**config.mk**
```make
export PLATFORM = sky130hd
export DESIGN_NAME = interpolating_pwm_audio_player
export DESIGN_NICKNAME = d
export VERILOG_FILES = /design/src/rtl/ipap_pkg.sv /design/src/rtl/interpolating_pwm_audio_player.sv /design/src/rtl/ipap_front.sv /design/src/rtl/ipap_fifo.sv /design/src/rtl/ipap_back.sv
export SDC_FILE = /design/constraint.sdc
export NUM_CORES = 1
export LEC_CHECK = 0
export BUFFER_PORTS_ARGS = -buffer_cell sky130_fd_sc_hd__buf_2
export CAP_MARGIN = 5
export CORE_AREA = 2 2 251 253
export CTS_CLUSTER_DIAMETER = 120
export DETAILED_ROUTE_END_ITERATION = 7
export DIE_AREA = 0 0 253 255
export PLACE_DENSITY = 0.58
export RECOVER_POWER = 25
export SLEW_MARGIN = 20
export SYNTH_ARGS = -nofsm -noshare
export SYNTH_HDL_FRONTEND = slang
export SYNTH_SLANG_ARGS = --single-unit
export TNS_END_PERCENT = 100
```
**constraint.sdc**
```tcl
create_clock -name i_clk -period 11.3 [get_ports i_clk]
set_input_delay 1.13 -clock i_clk [delete_from_list [all_inputs] [get_ports i_clk]]
set_output_delay 1.13 -clock i_clk [all_outputs]
set_load 0.03 [all_outputs]
```
**src/rtl/ipap_pkg.sv**
```systemverilog
package ipap_pkg;

    // Field widths
    localparam int SAMPLE_W = 12;
    localparam int GAIN_W   = 10;
    localparam int STEPS_W  = 7;
    localparam int WRAP_W   = 16;
    localparam int DUTY_W   = 16;
    localparam int CFG_AW   = 2;
    localparam int CFG_DW   = 16;

    // Full-scale level and its Q40 reciprocal, exact for products below 2^28
    localparam logic [SAMPLE_W-1:0] FULL_LEVEL   = 12'd4095;
    localparam int                  PROD_W       = SAMPLE_W + WRAP_W;
    localparam int                  RECIP_W      = 29;
    localparam logic [RECIP_W-1:0]  RECIP_K      = 29'd268501009;
    localparam int                  RECIP_SHIFT  = 40;
    localparam int                  SCALED_W     = PROD_W + RECIP_W;

    // Register indexes
    localparam logic [CFG_AW-1:0] CFG_GAIN  = 2'd0;
    localparam logic [CFG_AW-1:0] CFG_STEPS = 2'd1;
    localparam logic [CFG_AW-1:0] CFG_WRAP  = 2'd2;

    // Register reset values
    localparam logic [GAIN_W-1:0]  GAIN_RST  = 10'd435;
    localparam logic [STEPS_W-1:0] STEPS_RST = 7'd1;
    localparam logic [WRAP_W-1:0]  WRAP_RST  = 16'd3048;

    localparam int MAX_STEPS_DEF = 64;

    // Queue between front and back
    localparam int QDEPTH = 2;

    // One sample pair handed to the step engine
    typedef struct packed {
        logic [SAMPLE_W-1:0] prev;
        logic [SAMPLE_W-1:0] cur;
    } t_pair;

    typedef enum logic [2:0] {
        ST_IDLE,
        ST_DIV,
        ST_FIX,
        ST_MUL,
        ST_RECIP,
        ST_EMIT
    } t_back_state;

endpackage

```
**src/rtl/interpolating_pwm_audio_player.sv**
```systemverilog
// Path: with the step engine idle, a pair's first duty value passes the queue, the serial
// divide, the fix-up, both multiply stages and the emit state into the output register.
// Step engine: a sample that pairs with the previous one takes a serial divide, then two
// multiply stages and an emit that waits for the output per step; a clip start is not queued.
// A two-entry queue lets the front accept while the engine runs.
// Reset (synchronous, active low): registers return to gain 435, steps 1, wrap 3048,
// the stored level clears, the queue and output empty.
module interpolating_pwm_audio_player
    import ipap_pkg::*;
#(
    parameter int MAX_STEPS = MAX_STEPS_DEF
)(
    input  logic              i_clk,
    input  logic              i_rst_n,
    input  logic              s_axis_tvalid,
    output logic              s_axis_tready,
    input  logic [15:0]       s_axis_tdata,   // [11:0] sample, [15:12] zero
    input  logic              s_axis_tuser,   // [0] clip_start
    output logic              m_axis_tvalid,
    input  logic              m_axis_tready,
    output logic [15:0]       m_axis_tdata,   // [15:0] duty
    output logic              m_axis_tlast,   // last step of a pair
    input  logic              i_cfg_we,
    input  logic [CFG_AW-1:0] i_cfg_addr,
    input  logic [CFG_DW-1:0] i_cfg_wdata
);

    logic [GAIN_W-1:0]  r_gain;
    logic [STEPS_W-1:0] r_steps;
    logic [WRAP_W-1:0]  r_wrap;
    logic               q_full;
    logic               q_push;
    t_pair              q_in;
    logic               q_pop;
    logic               q_valid;
    t_pair              q_out;

    // Configuration registers
    always_ff @(posedge i_clk) begin
        if (!i_rst_n) begin
            r_gain  <= GAIN_RST;
            r_steps <= STEPS_RST;
            r_wrap  <= WRAP_RST;
        end else if (i_cfg_we) begin
            case (i_cfg_addr)
                CFG_GAIN:  r_gain  <= i_cfg_wdata[GAIN_W-1:0];
                CFG_STEPS: r_steps <= i_cfg_wdata[STEPS_W-1:0];
                CFG_WRAP:  r_wrap  <= i_cfg_wdata[WRAP_W-1:0];
                default: ;
            endcase
        end
    end

    ipap_front u_front (
        .i_clk        (i_clk),
        .i_rst_n      (i_rst_n),
        .i_gain       (r_gain),
        .i_valid      (s_axis_tvalid),
        .i_sample     (s_axis_tdata[SAMPLE_W-1:0]),
        .i_clip_start (s_axis_tuser),
        .o_ready      (s_axis_tready),
        .i_q_full     (q_full),
        .o_q_push     (q_push),
        .o_q_pair     (q_in)
    );

    ipap_fifo u_fifo (
        .i_clk   (i_clk),
        .i_rst_n (i_rst_n),
        .i_push  (q_push),
        .i_data  (q_in),
        .o_full  (q_full),
        .i_pop   (q_pop),
        .o_valid (q_valid),
        .o_data  (q_out)
    );

    ipap_back #(
        .MAX_STEPS (MAX_STEPS)
    ) u_back (
        .i_clk     (i_clk),
        .i_rst_n   (i_rst_n),
        .i_steps   (r_steps),
        .i_wrap    (r_wrap),
        .i_q_valid (q_valid),
        .i_q_pair  (q_out),
        .o_q_pop   (q_pop),
        .o_valid   (m_axis_tvalid),
        .i_ready   (m_axis_tready),
        .o_duty    (m_axis_tdata),
        .o_last    (m_axis_tlast)
    );

endmodule

```
**src/rtl/ipap_front.sv**
```systemverilog
module ipap_front
    import ipap_pkg::*;
(
    input  logic                i_clk,
    input  logic                i_rst_n,
    input  logic [GAIN_W-1:0]   i_gain,
    input  logic                i_valid,
    input  logic [SAMPLE_W-1:0] i_sample,
    input  logic                i_clip_start,
    output logic                o_ready,
    input  logic                i_q_full,
    output logic                o_q_push,
    output t_pair               o_q_pair
);

    logic [SAMPLE_W-1:0]        r_prev;
    logic                       r_have;
    logic [SAMPLE_W+GAIN_W-1:0] gain_prod;
    logic [SAMPLE_W+GAIN_W-9:0] gain_shift;
    logic [SAMPLE_W-1:0]        cur;
    logic                       accept;
    logic                       pair;

    // Scale by the Q8 gain and clamp to full level
    assign gain_prod  = i_sample * i_gain;
    assign gain_shift = gain_prod[SAMPLE_W+GAIN_W-1:8];
    assign cur        = (gain_shift > {{(GAIN_W-8){1'b0}}, FULL_LEVEL}) ?
                        FULL_LEVEL : gain_shift[SAMPLE_W-1:0];

    assign o_ready = !i_q_full;
    assign accept  = i_valid && o_ready;
    assign pair    = !i_clip_start && r_have;

    assign o_q_push      = accept && pair;
    assign o_q_pair.prev = r_prev;
    assign o_q_pair.cur  = cur;

    // Hold the previous scaled level for the next pair
    always_ff @(posedge i_clk) begin
        if (!i_rst_n) begin
            r_prev <= '0;
            r_have <= 1'b0;
        end else if (accept) begin
            r_prev <= cur;
            r_have <= 1'b1;
        end
    end

endmodule

```
**src/rtl/ipap_fifo.sv**
```systemverilog
module ipap_fifo
    import ipap_pkg::*;
(
    input  logic  i_clk,
    input  logic  i_rst_n,
    input  logic  i_push,
    input  t_pair i_data,
    output logic  o_full,
    input  logic  i_pop,
    output logic  o_valid,
    output t_pair o_data
);

    localparam int PW = (QDEPTH > 1) ? $clog2(QDEPTH) : 1;
    localparam int CW = $clog2(QDEPTH + 1);

    t_pair         r_mem [QDEPTH];
    logic [PW-1:0] r_wr;
    logic [PW-1:0] r_rd;
    logic [CW-1:0] r_cnt;

    assign o_full  = (r_cnt == CW'(QDEPTH));
    assign o_valid = (r_cnt != '0);
    assign o_data  = r_mem[r_rd];

    // Store entries
    always_ff @(posedge i_clk) begin
        if (i_push) begin
            r_mem[r_wr] <= i_data;
        end
    end

    // Advance pointers and fill count
    always_ff @(posedge i_clk) begin
        if (!i_rst_n) begin
            r_wr  <= '0;
            r_rd  <= '0;
            r_cnt <= '0;
        end else begin
            if (i_push) begin
                r_wr <= (r_wr == PW'(QDEPTH - 1)) ? '0 : r_wr + 1'b1;
            end
            if (i_pop) begin
                r_rd <= (r_rd == PW'(QDEPTH - 1)) ? '0 : r_rd + 1'b1;
            end
            if (i_push && !i_pop) begin
                r_cnt <= r_cnt + 1'b1;
            end else if (i_pop && !i_push) begin
                r_cnt <= r_cnt - 1'b1;
            end
        end
    end

endmodule

```
**src/rtl/ipap_back.sv**
```systemverilog
module ipap_back
    import ipap_pkg::*;
#(
    parameter int MAX_STEPS = MAX_STEPS_DEF
)(
    input  logic               i_clk,
    input  logic               i_rst_n,
    input  logic [STEPS_W-1:0] i_steps,
    input  logic [WRAP_W-1:0]  i_wrap,
    input  logic               i_q_valid,
    input  t_pair              i_q_pair,
    output logic               o_q_pop,
    output logic               o_valid,
    input  logic               i_ready,
    output logic [DUTY_W-1:0]  o_duty,
    output logic               o_last
);

    localparam int SW = $clog2(MAX_STEPS + 1);
    localparam int IW = $clog2(SAMPLE_W);

    t_back_state           r_state;
    t_back_state           n_state;
    logic [SW-1:0]         r_s;
    logic [SW-1:0]         r_p;
    logic [SW-1:0]         r_rem;
    logic [SW-1:0]         r_dr;
    logic [SW-1:0]         r_r;
    logic [SAMPLE_W-1:0]   r_mag;
    logic                  r_neg;
    logic [IW-1:0]         r_iter;
    logic signed [SAMPLE_W:0] r_dq;
    logic [SAMPLE_W-1:0]   r_v;
    logic [PROD_W-1:0]     r_x;
    logic [SCALED_W-1:0]   r_prod;
    logic                  r_out_valid;
    logic [DUTY_W-1:0]     r_duty;
    logic                  r_last;

    logic [SW-1:0]         s_eff;
    logic [SW:0]           div_t;
    logic                  div_ge;
    logic [SW:0]           rsum;
    logic                  carry;
    logic signed [SAMPLE_W+1:0] v_sum;
    logic                  out_free;
    logic                  emit;
    logic                  is_last;

    // Clamp steps to 1..MAX_STEPS
    always_comb begin
        if (i_steps == '0) begin
            s_eff = SW'(1);
        end else if (i_steps > STEPS_W'(MAX_STEPS)) begin
            s_eff = SW'(MAX_STEPS);
        end else begin
            s_eff = SW'(i_steps);
        end
    end

    // Restoring divide step: one quotient bit per cycle
    assign div_t  = {r_rem, r_mag[SAMPLE_W-1]};
    assign div_ge = (div_t >= {1'b0, r_s});

    // Advance level by the quotient, carrying the remainder
    assign rsum  = {1'b0, r_r} + {1'b0, r_dr};
    assign carry = (rsum >= {1'b0, r_s});
    assign v_sum = $signed({2'b00, r_v}) + (SAMPLE_W+2)'(r_dq)
                 + $signed({{(SAMPLE_W+1){1'b0}}, carry});

    assign out_free = !r_out_valid || i_ready;
    assign is_last  = (r_p == r_s - 1'b1);

    // Next state and strobes
    always_comb begin
        n_state = r_state;
        o_q_pop = 1'b0;
        emit    = 1'b0;
        case (r_state)
            ST_IDLE: begin
                if (i_q_valid) begin
                    o_q_pop = 1'b1;
                    n_state = ST_DIV;
                end
            end
            ST_DIV: begin
                if (r_iter == IW'(SAMPLE_W - 1)) begin
                    n_state = ST_FIX;
                end
            end
            ST_FIX:   n_state = ST_MUL;
            ST_MUL:   n_state = ST_RECIP;
            ST_RECIP: n_state = ST_EMIT;
            ST_EMIT: begin
                if (out_free) begin
                    emit    = 1'b1;
                    n_state = is_last ? ST_IDLE : ST_MUL;
                end
            end
            default:  n_state = ST_IDLE;
        endcase
    end

    always_ff @(posedge i_clk) begin
        if (!i_rst_n) begin
            r_state <= ST_IDLE;
        end else begin
            r_state <= n_state;
        end
    end

    // Step engine datapath
    always_ff @(posedge i_clk) begin
        case (r_state)
            ST_IDLE: begin
                r_v    <= i_q_pair.prev;
                r_neg  <= (i_q_pair.cur < i_q_pair.prev);
                r_mag  <= (i_q_pair.cur < i_q_pair.prev) ?
                          i_q_pair.prev - i_q_pair.cur : i_q_pair.cur - i_q_pair.prev;
                r_s    <= s_eff;
                r_rem  <= '0;
                r_iter <= '0;
            end
            ST_DIV: begin
                r_rem  <= div_ge ? SW'(div_t - {1'b0, r_s}) : div_t[SW-1:0];
                r_mag  <= {r_mag[SAMPLE_W-2:0], div_ge};
                r_iter <= r_iter + 1'b1;
            end
            ST_FIX: begin
                // Turn magnitude quotient into a floor quotient and remainder
                if (r_neg && (r_rem != '0)) begin
                    r_dq <= -$signed({1'b0, r_mag}) - 13'sd1;
                    r_dr <= r_s - r_rem;
                end else if (r_neg) begin
                    r_dq <= -$signed({1'b0, r_mag});
                    r_dr <= '0;
                end else begin
                    r_dq <= $signed({1'b0, r_mag});
                    r_dr <= r_rem;
                end
                r_r <= '0;
                r_p <= '0;
            end
            ST_MUL: begin
                r_x <= r_v * i_wrap;
            end
            ST_RECIP: begin
                r_prod <= r_x * RECIP_K;
            end
            ST_EMIT: begin
                if (emit) begin
                    r_v <= v_sum[SAMPLE_W-1:0];
                    r_r <= carry ? SW'(rsum - {1'b0, r_s}) : rsum[SW-1:0];
                    r_p <= r_p + 1'b1;
                end
            end
            default: ;
        endcase
    end

    // Output register
    always_ff @(posedge i_clk) begin
        if (!i_rst_n) begin
            r_out_valid <= 1'b0;
        end else if (emit) begin
            r_out_valid <= 1'b1;
        end else if (i_ready) begin
            r_out_valid <= 1'b0;
        end
    end

    always_ff @(posedge i_clk) begin
        if (emit) begin
            r_duty <= r_prod[RECIP_SHIFT+DUTY_W-1:RECIP_SHIFT];
            r_last <= is_last;
        end
    end

    assign o_valid = r_out_valid;
    assign o_duty  = r_duty;
    assign o_last  = r_last;

endmodule
```
---- Word-level counts from Yosys, hierarchy flattened ----
Memory sizes are Yosys's and may differ from the RTL's. A register that Yosys moved wholly into a read port is not among the register bits.
Cells that the tools add are included.
word-level totals
  input bits .............................. 40
  memories ................................ 1
  RAM bits ................................ 48
  register bits after elaboration ......... 231
  output and inout bits ................... 19
cells by class
  equal/unequal tests ..................... 14
  magnitude comparators ................... 5
  multiplexer cells ....................... 37
  add/subtract/negate cells ............... 17
  $mul .................................... 3
  reduce and logical (&&, ||, !) cells .... 29
memories
  name          words  width  read ports  clocked after memory_dff  write ports  RTL line         source
  u_fifo.r_mem  2      24     1           1                         1            ipap_fifo.sv:17  t_pair r_mem [QDEPTH];
operator list
  kind                                                                    count
  12-bit 2-to-1 mux                                                       5
  28-bit by 29-bit multiplier with 56-bit output, second input constant   1
  7-bit 2-to-1 mux                                                        7
  12-bit one-hot mux with 2 select lines                                  2
  7-bit one-hot mux with 2 select lines                                   3
  12-bit by 16-bit multiplier with 28-bit output                          1
  12-bit subtractor                                                       2
  12-bit by 10-bit multiplier with 22-bit output                          1
  7-bit subtractor                                                        3
  3-bit one-hot mux with 6 select lines                                   1
  8-bit by 7-bit >= comparator with 1-bit output                          2
  14-bit by 12-bit > comparator with 1-bit output, second input constant  1
  12-bit adder                                                            1
  12-bit by 2-bit adder with 12-bit output                                1
  12-bit less-than comparator                                             1
  1-bit 2-to-1 mux                                                        12
  12-bit negation                                                         1
  2-bit nonzero test                                                      6
  12-bit by 2-bit subtractor with 12-bit output, second input constant    1
  2-bit AND reduction                                                     5
  3-bit 2-to-1 mux                                                        3
  7-bit by 7-bit adder with 8-bit output                                  1
  4-bit one-hot mux with 2 select lines                                   1
  7-bit by 1-bit adder with 7-bit output, second input constant           1
  other kinds (25)                                                        42

---- Depth between registers and ports, before layout ----
  depth after elaboration ................. 8
  gate-level depth with buffers ........... 22
  mapped depth without buffers ............ 22

---- Cells and area by module ----
From an unflattened synthesis, not the netlist that was laid out.
second synthesis, totals
  cells, all modules ...................... 2607
  area total of the unflattened synthesis .. 25468.2 um^2
by module, submodules not included
  module                          seq. area each (um^2)  times used  cells an instance  area an instance (um^2)
  ipap_back                       4194.0                 1           1850               17639.4
  ipap_front                      260.2                  1           521                4495.6
  ipap_fifo                       1541.5                 1           97                 1953.1
  interpolating_pwm_audio_player  660.6                  1           139                1380.1

---- Least setup slack after synthesis ----
OpenSTA, ideal clock, no wires.
  kind .................................... input to register
  start ................................... input s_axis_tdata[5]
  end ..................................... memory u_fifo.r_mem[0][0] in the netlist's numbering, data pin
  library setup time ...................... 274 ps
  data arrival time ....................... 6231 ps
  path slack .............................. 4796 ps
  data required time ...................... 11026 ps
  stages .................................. 22
  path through ............................ clkbuf_1 -> nand2_1 -> fa_1 -> inv_1 -> fa_1 -> inv_1 -> fa_1 -> inv_1 -> fa_1 -> inv_1 -> fa_1 -> inv_1 -> ha_1 -> or2_2 -> o22ai_1 -> a211oi_1 -> o31a_1 -> a221oi_1 -> xnor2_1 -> o21a_1 -> clkbuf_1 -> nand2_1
RTL lines
  element             RTL line                              source
  start: declaration  interpolating_pwm_audio_player.sv:17  input logic [15:0] s_axis_tdata,
  end: declaration    ipap_fifo.sv:17

==> impl_metrics.csv <==
group,metric,value,unit
status,status,"finished with violations",
status,violations,"capacitance limit, slew limit",
global_routing,grt_pass1_wl,97700,µm
logic_synthesis,synth-simple-area-share,0.149,
placed_design,numPortBuffers,54,
global_routing,antenna_found_initial,11,
clock_tree,ctsHoldBuffers,0,
global_routing,grt_pass1_vias,19120,
sta,finClkSkew,0.0196,ns
worst_setup_path,ff2ff_path_depth,20,
hold_path,hp-start,"u_back.r_prod[53]",
global_routing,grt_max_degree,56,
detailed_routing,post-route-drc-count,0,
logic_synthesis,yosysWarningCount,0,
logic_synthesis,ys_types,80,
logic_synthesis,synthAdderAreaFrac,0.363,
sta,fmaxAchievable,0.150,GHz
sta,worst_pin_slew,2.30,ns
clock_tree,clock_sinks,240,
final_layout,regArea,6660,µm²
die,start_util,0.405,
die,core_area,62200,µm²
global_routing,grt_usage,0.188,
worst_setup_path,cpPeakStageDelay,0.72,ns
worst_setup_path,crit_family,"adder cells",
job,maxCapViolations,1,
hold_path,min_to,"u_back.o_duty[13]",
logic_synthesis,seq_area_frac_synth,0.264,
worst_setup_path,slowest_stage,"o21a_1",
worst_setup_path,end_kind,"register",
sta,hold_viol_final,0,
die,num_io_pins,59,
die,die_w,253,µm
worst_setup_path,crit_chain,"buf_2, nand2_1, fa_1, inv_1, fa_1, inv_1, fa_1, inv_1, fa_1, inv_1, fa_1, inv_1, ha_1, or2_2, o22ai_1, a211oi_1, o31a_1, a221oi_1, xnor2_1, o21a_1, nand2_1",
worst_setup_path,cp.required,11.57,ns
final_layout,drive_above_1_share,0.0531,
sta,setup_slack,4.65,ns
logic_synthesis,synth_top_family_by_area,"adder cells",
clock_tree,clk_pin_slew,0.06,ns
logic_synthesis,synth_flop_cell,"edfxtp_1",
final_layout,area_growth,7.96,%
worst_setup_path,arrival,6.92,ns
logic_synthesis,synth_compound_area_frac,0.0961,
logic_synthesis,async_flop_share,0,
final_layout,final_util,0.438,
worst_setup_path,rr_endpoint,"u_fifo.r_mem[0][0]",
worst_setup_path,path_max_fanout,24,
clock_tree,postCtsResizedCells,0,
die,die_area,64500,µm²
clock_tree,clock_latency,0.57,ns
logic_synthesis,syn_area,25200,µm²
worst_setup_path,r2r-start,"r_gain[3]",
worst_setup_path,reg2reg_slack,4.70,ns
clock_tree,numCtsBuffers,29,
detailed_routing,via_per_inst,5.28,
sta,fin_tns_setup,0,ns
detailed_routing,finalWirelength,58300,µm
worst_setup_path,path_buf_inv,6,
final_layout,n_fill_cell,5967,
die,die_h,255,µm
placed_design,dp.final_hpwl,45500,µm
clock_tree,post-cts-setup-buffers,0,
clock_tree,clockBufferDepth,3,
logic_synthesis,synth.net_count,3197,
clock_tree,tritoncts,"yes",
worst_setup_path,crit_path_start_kind,"primary input",
clock_tree,htree_levels,1,
final_layout,multiInputGateArea,16900,µm²
sta,slew_headroom,-0.534,
hold_path,holdCritPathClass,"reg -> reg",
placed_design,place_ws,4.06,ns
final_layout,final_nets,3201,
placed_design,gp_congestion,0.862,
logic_synthesis,synth-edff-count,185,
hold_path,hold_depth,0,
logic_synthesis,synth_xor_area_frac,0.0403,
clock_tree,root_buffer,"clkbuf_16",
detailed_routing,vias,17970,
detailed_routing,wire_per_inst,17.1,µm
sta,hold_slack,0.415,ns
logic_synthesis,netlist_instances,2572,
sta,period_minus_slack,6.65,ns
die,rows,92,
detailed_routing,first_pass_iters,7,
sta,maxSlewViolCount,56,
global_routing,grt_overflow,0,
worst_setup_path,path_class,"in -> reg",
sta,rsz0062_at_grt,"no",
logic_synthesis,synth_mux_area_frac,0.0210,
logic_synthesis,syn_area_per_cell,9.80,µm²
sta,setup_viol,0,
detailed_routing,antenna_left,0,
detailed_routing,drtIter0Drc,856,
logic_synthesis,ys_seq_elements,240,
sta,final.period_utilization,0.588,
==> final cells by class <==
type	instances	area share
multi-input cells	1887	0.620
clock inverters	18	0.00722
diodes	5	0.000460
clock buffers	36	0.0299
flip-flops and latches	240	0.245
inverters	354	0.0488
well taps	799	0.0367
repair buffers	64	0.0122
==> worst register-to-register path, delay by kind of cell, from the launching register on <==
| family | cells | cell delay (ns) |
|---|---|---|
| adders and majority gates | 6 | 2.79 |
| xor gates and xnor gates | 1 | 0.16 |
| AOI/OAI and AO/OA | 5 | 1.75 |
| DFF | 1 | 0.67 |
| buffers and inverters | 5 | 0.26 |
| and+or+nand+nor | 3 | 0.65 |
==> routing by layer <==
metal | wire (µm) | GRT usage | vias to the layer above
met3 | 2480 | 0.0272 | 84
met4 | 1250 | 0.0387 | 14
met2 | 29200 | 0.342 | 331
met1 | 25300 | 0.238 | 8895
li1 | - | - | 8646
met5 | 85 | 0 | -
==> through the flow <==
stage / cell area (µm²) / std cells
floorplan: 25200 / 2572
global placement: 26200 / 3344
detailed placement: 26200 / 3344
CTS: 27200 / 3398
global route: 27200 / 3399
finish: 27200 / 3403
==> worst max-delay path by stage <==
stage                               start            endpoint  slack, ns  depth (start not counted)
after floorplan           s_axis_tdata[5]  u_fifo.r_mem[0][0]       4.80                         22
after global placement    s_axis_tdata[5]  u_fifo.r_mem[0][1]       4.13                         21
after detailed placement  s_axis_tdata[5]  u_fifo.r_mem[0][3]       4.06                         21
after CTS                 s_axis_tdata[5]  u_fifo.r_mem[0][0]       4.67                         21
after global routing      s_axis_tdata[5]  u_fifo.r_mem[1][2]       4.24                         21
final                     s_axis_tdata[5]  u_fifo.r_mem[0][0]       4.65                         21
==> cells by family after synthesis <==
kind of cell,count (synthesis)
xor gates and xnor gates,116
and+or+nand+nor,755
DFF,240
AOI/OAI and AO/OA,379
adders and majority gates,585
muxes,52
buffers and inverters,445
==> cells in the final DEF, fill, tap and decap left out, types with 22 or more instances in the layout <==
| master | instances |
|---|---|
| a21o_1 | 56 |
| a21oi_1 | 111 |
| a31oi_1 | 22 |
| and2_1 | 147 |
| buf_2 | 53 |
| clkbuf_16 | 30 |
| dfxtp_1 | 55 |
| edfxtp_1 | 185 |
| fa_1 | 242 |
| ha_1 | 343 |
| inv_1 | 353 |
| mux2i_1 | 46 |
| nand2_1 | 292 |
| nand3_1 | 37 |
| nor2_1 | 95 |
| nor2b_1 | 27 |
| nor3_1 | 35 |
| o21ai_0 | 56 |
| xnor2_1 | 81 |
| xor2_1 | 35 |
==> registers in the layout, summed over array words and instances (netlist names), 4 cells and up, named ones only <==
signal and flops:
u_fifo.r_mem 48, u_back.r_x 28, r_wrap 16, u_back.o_duty 16
u_back.r_prod 16, u_back.r_dq 12, u_back.r_mag 12, u_back.r_v 12
u_front.r_prev 12, r_gain 10, r_steps 7, u_back.r_dr 7
u_back.r_p 7, u_back.r_r 7, u_back.r_rem 7, u_back.r_s 7
u_back.r_iter 4
==> synth_stat cells (4+ instances only) <==
library cell	n	area, µm²
edfxtp_1	185	5560
and4_1	5	43.8
ha_1	343	4290
or3_1	13	81.3
and3b_1	5	43.8
fa_1	242	4840
nor3b_1	8	60.1
nand3_1	37	185
nor4_1	8	50.1
a21oi_1	111	556
o2bb2ai_1	8	70.1
dfxtp_1	55	1100
o22ai_1	7	43.8
nor2b_1	27	169
mux2_2	5	56.3
and2_1	149	932
nor2_1	97	364
or2_2	6	37.5
nor3_1	35	175
o21ai_1	19	95.1
a211oi_1	14	105
nand3b_1	4	30.0
a21o_1	56	420
mux2i_1	46	460
nand4_1	20	125
xnor2_1	81	709
o31ai_1	4	30.0
clkbuf_1	82	308
a21boi_0	16	120
xor2_1	35	307
o211ai_1	4	30.0
o21ai_0	56	280
and3_1	15	93.8
o21bai_1	9	67.6
buf_2	4	20.0
o21a_1	14	105
inv_1	353	1330
a31oi_1	22	138
nand2_1	292	1100
nand2b_1	21	131
a221o_1	4	40.0
Power is left out: the tool's default activity adds up to more than one toggle a clock period on the data nets, which glitch-free logic cannot reach.
